### config.mk
export PLATFORM = sky130hd
export DESIGN_NAME = dsb_merge
export DESIGN_NICKNAME = d
export VERILOG_FILES = /design/src/rtl/core/dsb_pkg.sv /design/src/rtl/core/dsb_merge.sv
export SDC_FILE = /design/constraint.sdc
export NUM_CORES = 1
export LEC_CHECK = 0
export ABC_CLOCK_PERIOD_IN_PS = 4100
export BUFFER_PORTS_ARGS = -buffer_cell sky130_fd_sc_hd__buf_2
export CORE_MARGIN = 5
export CORE_UTILIZATION = 53
export CTS_CLUSTER_SIZE = 8
export DETAILED_ROUTE_END_ITERATION = 7
export PLACE_DENSITY_LB_ADDON = 0.3
export SETUP_SLACK_MARGIN = 0.3
export SLEW_MARGIN = 10
export SYNTH_ARGS = -nofsm -noshare
export SYNTH_HDL_FRONTEND = slang
export SYNTH_SLANG_ARGS = --single-unit
### constraint.sdc
create_clock -name clk_i -period 4.1 [get_ports clk_i]
set_clock_uncertainty 0.15 [all_clocks]
set_input_delay 0.205 -clock clk_i [delete_from_list [all_inputs] [get_ports clk_i]]
set_output_delay 0.205 -clock clk_i [all_outputs]
set_load 0.005 [all_outputs]
### src/rtl/core/dsb_pkg.sv
`timescale 1ns / 1ps
// ----------------------------------------------------------------------------
// dsb_pkg
// Shared constants, field layout, lane control type and saturation helper
// for the delay-and-sum beamformer.
// ----------------------------------------------------------------------------
package dsb_pkg;

  localparam int MICS        = 4;
  localparam int LINE_DEPTH  = 64;
  localparam int TAPS        = 11;
  localparam int SAMPLE_BITS = 16;
  localparam int COEF_BITS   = 16;
  localparam int COEF_FRAC   = 14;

  // fixed widths of the item fields
  localparam int MODE_FW = 2;
  localparam int MIC_FW  = 2;
  localparam int TAP_FW  = 4;
  localparam int DLY_FW  = 6;

  localparam int DLY_W  = $clog2(LINE_DEPTH);
  localparam int TAP_W  = $clog2(TAPS);
  localparam int PROD_W = SAMPLE_BITS + COEF_BITS;
  localparam int GRP    = 4;
  localparam int NGRP   = (TAPS + GRP - 1) / GRP;
  localparam int ACC_W  = PROD_W + $clog2(TAPS) + 1;
  localparam int SUM_W  = SAMPLE_BITS + $clog2(MICS) + 1;
  // averaging is an arithmetic shift, so the channel count is a power of two
  localparam int MICS_LOG2 = $clog2(MICS);

  // input tdata layout, lowest bit first
  localparam int OFS_MIC    = MICS * SAMPLE_BITS;
  localparam int OFS_TAP    = OFS_MIC + MIC_FW;
  localparam int OFS_COEF   = OFS_TAP + TAP_FW;
  localparam int OFS_DLY    = OFS_COEF + COEF_BITS;
  localparam int OFS_EN     = OFS_DLY + DLY_FW;
  localparam int IN_BITS    = OFS_EN + 1;
  localparam int IN_DATA_W  = ((IN_BITS + 7) / 8) * 8;
  localparam int OUT_DATA_W = ((SAMPLE_BITS + 7) / 8) * 8;

  typedef enum logic [MODE_FW-1:0] {
    MODE_SAMPLE = 2'd0,
    MODE_COEF   = 2'd1,
    MODE_CHAN   = 2'd2
  } mode_e;

  typedef logic signed [SAMPLE_BITS-1:0] sample_t;

  typedef struct packed {
    logic                        smp_acc;
    logic                        coef_we;
    logic                        chan_we;
    logic [TAP_W-1:0]            tap;
    logic signed [COEF_BITS-1:0] coef;
    logic [DLY_W-1:0]            delay;
    logic                        fir_en;
    logic [DLY_W-1:0]            wp;
    logic                        ld2;
    logic                        ld3;
    logic                        ld4;
  } lane_ctrl_t;

  function automatic sample_t sat_sample(input logic signed [ACC_W-1:0] v);
    logic signed [ACC_W-1:0] hi;
    logic signed [ACC_W-1:0] lo;
    hi = {{(ACC_W-SAMPLE_BITS+1){1'b0}}, {(SAMPLE_BITS-1){1'b1}}};
    lo = ~hi;
    if (v > hi) begin
      return hi[SAMPLE_BITS-1:0];
    end else if (v < lo) begin
      return lo[SAMPLE_BITS-1:0];
    end
    return v[SAMPLE_BITS-1:0];
  endfunction

endpackage

### src/rtl/core/dsb_merge.sv
`timescale 1ns / 1ps
// ----------------------------------------------------------------------------
// dsb_merge
// Sums the lane values, averages with rounding and saturation, and holds the
// beam sample in the output register.
// ----------------------------------------------------------------------------
module dsb_merge (
  input  logic             clk_i,
  input  logic             ld_i,
  input  dsb_pkg::sample_t lane_i [dsb_pkg::MICS],
  output dsb_pkg::sample_t beam_o
);

  logic signed [dsb_pkg::SUM_W-1:0] sum;
  logic signed [dsb_pkg::SUM_W-1:0] rnd;
  logic signed [dsb_pkg::SUM_W-1:0] avg;
  dsb_pkg::sample_t                 beam_q;

  always_comb begin
    sum = '0;
    for (int m = 0; m < dsb_pkg::MICS; m++) begin
      sum = sum + dsb_pkg::SUM_W'(lane_i[m]);
    end
    rnd = sum + dsb_pkg::SUM_W'(dsb_pkg::MICS / 2);
    // floor division by the channel count
    avg = rnd >>> dsb_pkg::MICS_LOG2;
  end

  always_ff @(posedge clk_i) begin
    if (ld_i) begin
      beam_q <= dsb_pkg::sat_sample(dsb_pkg::ACC_W'(avg));
    end
  end

  assign beam_o = beam_q;

endmodule

==> Word-level counts from Yosys, hierarchy flattened <==
Cells that the tools add are included.
{ "totals": {"reg_bits": 16, "in_bits": 66, "output_inout_bits": 16, "word_cells": 13} }
{ "classes": {"n_addsub": 4, "n_lt_le_gt_ge": 2, "n_mux": 6} }
{ "ops": {"columns": ["op", "n"], "rows": [
  ["two-way mux 16 bit", 3],
  ["adder 18 x 16 -> 19 bit", 1],
  ["adder 19 x 3 -> 19 bit, second input constant", 1],
  ["adder 17 x 16 -> 18 bit", 1],
  ["adder 16 x 16 -> 17 bit", 1],
  ["greater-than comparator 17 x 16 -> 1 bit, second input constant", 1],
  ["less-than comparator 17 x 16 -> 1 bit, second input constant", 1],
  ["two-way mux 1 bit", 3]
]} }

==> Longest topological paths before layout <==
{ "depth": {"word_depth": 9, "ltp_mapped": 13, "mapped_depth_nobuf": 12} }

==> Worst setup path before layout <==
No wires, ideal clock.
{ "synth_timing": {"path_type": "input to register", "startpoint": "input port lane_i[15] (netlist name)", "endpoint": "register beam_q[0], in the netlist beam_o[0], data pin", "setup_ns": 0.261, "t_arrival_ns": 3.038, "required_time_ns": 3.689, "slack_ns": 0.651, "cell_stages": 11, "n_path_buf": 0, "cell_sequence": "inv_1 fa_1 fa_1 inv_1 ha_1 and3_1 and2_1 a221oi_4 o31ai_2 xnor2_1 maj3_2"} }
{ "synth_via": {"elab_chain_len": 7, "word_cells_on_any_way": 9, "classes_between": "add/sub: 2; order compare: 2; mux: 5"} }
{ "synth_rtl": {"columns": ["element", "line", "source"], "rows": [
  ["from (decl)", "dsb_merge.sv:10", "input dsb_pkg::sample_t lane_i [dsb_pkg::MICS],"],
  ["adder 18 x 16 -> 19 bit (*)", "dsb_merge.sv:22", "sum = sum + dsb_pkg::SUM_W'(lane_i[m]);"],
  ["adder 19 x 3 -> 19 bit (*)", "dsb_merge.sv:24", "rnd = sum + dsb_pkg::SUM_W'(dsb_pkg::MICS / 2);"],
  ["less-than comparator 17 x 16 -> 1 bit", "dsb_pkg.sv:71", "end else if (v < lo) begin"],
  ["two-way mux 1 bit", "dsb_pkg.sv:71", null],
  ["two-way mux 1 bit", "dsb_pkg.sv:69", "if (v > hi) begin"],
  ["two-way mux 1 bit", "dsb_merge.sv:30", "if (ld_i) begin"],
  ["two-way mux 16 bit (*)", "dsb_pkg.sv:74", "return v[SAMPLE_BITS-1:0];"],
  ["to (signal assigned)", "dsb_merge.sv:31", "beam_q <= dsb_pkg::sat_sample(dsb_pkg::ACC_W'(avg));"],
  ["to (decl)", "dsb_merge.sv:17", "dsb_pkg::sample_t beam_q;"]
]} }
Mark *: on every way between the ends. The rest lies on a longest branch, timed or not. The select of a mux whose other input is x is not followed.
A chain may end at the register's enable or synchronous reset.

==> Final worst setup path <==
{ "layout_timing": {"startpoint": "input port lane_i[15] (netlist name)", "endpoint": "register beam_q[4], in the netlist beam_o[4], data pin"} }
Same word-level chain as after synthesis.

==> impl_metrics.ini <==
[synth]
ys_seq_elements = 16
synthArstFlopShare = 0
syn-instance-count = 305
synthFlopType = edfxtp_1
ys_types = 51
ys_warn_count = 0
syn-cell-area_mm2 = 0.00272
synthesis.nets = 421
ys_seq_area_frac = 0.177
avgSynthCellArea_um2 = 8.91
synth-edff-count = 16

[drt]
wl_um = 5050
first_pass_iters = 4
vias_per_cell = 4.86
ant_nets = 0
drc = 0
drtIter0Drc = 93
vias = 2221
wl_per_cell_um = 11.1

[grt]
grt_max_degree = 17
grt_pass1_vias = 2196
track_usage = 0.165
grt_first_pass_wirelength_um = 9020
antenna_found_initial = 0
grt_overflow = 0

[final_layout]
largest_register_ffs = 16
antenna_cells = 0
syn_to_final_growth_pct = 19.0
instances_no_fill = 457
utilization = 0.641
drive_above_1_share = 0.271
finalNetCount = 504

[hold_path]
hold_start = ld_i
holdPathEnd = beam_o[10]$_DFFE_PP_
min_path_type = input port to register
holdPathStages = 1

[clock_tree]
ctsResizeCount = 0
clockRootBuffer = clkbuf_8
cts_tree = done
clockBufferDepth = 2
clk_pin_slew_worst_paths_ns = 0.06
cts_buffers = 3
postCtsSetupBuffers = 0
h-tree-depth = 1
cts.sinks = 16
ctsHoldBuffers = 0

[sta]
slew_headroom = 0.671
hold_viol_final = 0
final.period_utilization = 0.839
fmax_mhz = 291
tns_ns = 0
period_minus_slack_ns = 3.44
rsz0062_at_grt = no
setup_viol = 0
tightest_slew_ns = 0.492
drv_slew = 0

[place]
io_buffers = 81
place_congestion = 0.856
placed_cells = 453
dp_hpwl_um = 4540

[floorplan]
die_x_um = 81.6
die_h_um = 81.6
io_pins = 82
start_util = 0.539
die_area_mm2 = 0.00666
rows = 26
core_area_mm2 = 0.00504

[power]
ir_drop_mv = 0.235
power_density_mw_per_mm2 = 522
p_leak_nw = 1.76

[worst_setup_path]
worstPathArrival_ns = 3.28
critical_path_class = input port to register
startpoint_type = input port
worst-path-max-fanout = 7
crit_required_ns = 3.94
cp-end-kind = register

[job]
maxCapViolCount = 0

[run_status]
outcome = complete, no violations
[power breakdown]
group	leakage, nW	switching (mW)	internal, mW
Combinational	1.58	0.702	0.536
Sequential	0.157	0.0157	0.320
Clock	0.0231	0.0485	0.0662
[cells by family (layout without fill, tap and decap cells)]
group / count (synthesis) / count (layout) / synth area share
XOR/XNOR: 11 / 11 / 0.0355
adder cells (fa/ha/maj): 52 / 52 / 0.327
AO/OA/AOI/OAI: 69 / 69 / 0.204
buffers and inverters: 104 / 186 / 0.147
flip-flops: 16 / 16 / 0.177
AND/OR/NAND/NOR: 53 / 53 / 0.110
[worst max path at each step]
stage | startpoint | end | slack (ns) | depth (start not counted)
detailed placement | lane_i[15] | beam_o[4]$_DFFE_PP_ | 0.42 | 12
global route | lane_i[15] | beam_o[11]$_DFFE_PP_ | 0.46 | 12
global placement | lane_i[15] | beam_o[0]$_DFFE_PP_ | 0.46 | 12
floorplan | lane_i[15] | beam_o[0]$_DFFE_PP_ | 0.65 | 11
CTS | lane_i[15] | beam_o[4]$_DFFE_PP_ | 0.65 | 12
finish | lane_i[15] | beam_o[4]$_DFFE_PP_ | 0.66 | 12
[synth_stat cells, types with 2 or more instances]
cell type | instances | share of area
nor3_1 | 3 | 0.0055
xnor2_1 | 9 | 0.029
o31ai_1 | 2 | 0.0055
nor2_1 | 8 | 0.011
a21bo_2 | 2 | 0.0074
o221ai_1 | 2 | 0.0064
maj3_2 | 2 | 0.0083
inv_2 | 2 | 0.0028
and2_1 | 3 | 0.0069
xor2_1 | 2 | 0.0064
nand3_1 | 10 | 0.018
a21o_1 | 7 | 0.019
and3_1 | 4 | 0.0092
o21bai_1 | 3 | 0.0083
o21ai_0 | 4 | 0.0074
nand2_1 | 11 | 0.015
nand4_1 | 5 | 0.012
buf_2 | 2 | 0.0037
edfxtp_1 | 16 | 0.18
a21oi_2 | 3 | 0.0097
and4_1 | 3 | 0.0097
o21a_1 | 2 | 0.0055
or3_1 | 2 | 0.0046
a22oi_1 | 6 | 0.017
a311oi_1 | 2 | 0.0064
ha_1 | 18 | 0.083
a21oi_1 | 18 | 0.033
a31oi_1 | 2 | 0.0046
inv_1 | 99 | 0.14
fa_1 | 32 | 0.24
[per-stage QoR]
| step | hold slack, ns | total power, mW | setup WS [ns] | cell area [µm²] |
|---|---|---|---|---|
| 2_1_floorplan | 0.167 | 1.29 | 0.651 | 2720 |
| 3_3_place_gp | 0.449 | 1.55 | 0.460 | 3190 |
| 3_5_place_dp | 0.448 | 1.58 | 0.419 | 3190 |
| 4_1_cts | 0.236 | 1.69 | 0.654 | 3230 |
| 5_1_grt | 0.237 | 1.88 | 0.464 | 3230 |
| 6_report | 0.230 | 1.69 | 0.661 | 3230 |
[cells in the final DEF (no fill, tap or decap), types with 3 or more instances in the layout]
cell and n:
clkbuf_8 3, and4_1 3, nand4_1 5, nor3_1 3
a21o_1 7, nand3_1 10, o21ai_0 4, fa_1 32
a21oi_1 18, nand2_1 11, xnor2_1 9, and2_1 3
ha_1 18, o21bai_1 3, edfxtp_1 16, inv_1 99
a21oi_2 3, nor2_1 8, and3_1 4, a22oi_1 6
buf_2 81
[metal layers]
metal	track usage	wire length, µm	vias up
met1	0.226	2250	1001
li1	-	-	1157
met5	0	0	-
met4	0.0266	9	0
met2	0.288	2470	61
met3	0.0164	318	2
[critical path: stages]
cell and delay [ns]:
buf_2 0.07, inv_1 0.05, fa_1 0.54, fa_1 0.53, inv_1 0.04, ha_1 0.36, and3_1 0.25, and2_1 0.20
a221oi_4 0.38, o31ai_2 0.16, xnor2_1 0.17, maj3_2 0.32
[area by class of cell]
type / instances / area [µm²]
multi-input combinational: 185 / 1840
fill: 424 / 1810
sequential: 16 / 480
timing repair buffer: 81 / 405
inverter: 101 / 379
tap: 70 / 87.6
clock buffer: 3 / 41.3
clock inverter: 1 / 3.75
Note: power is estimated with default switching activity, not from simulation.
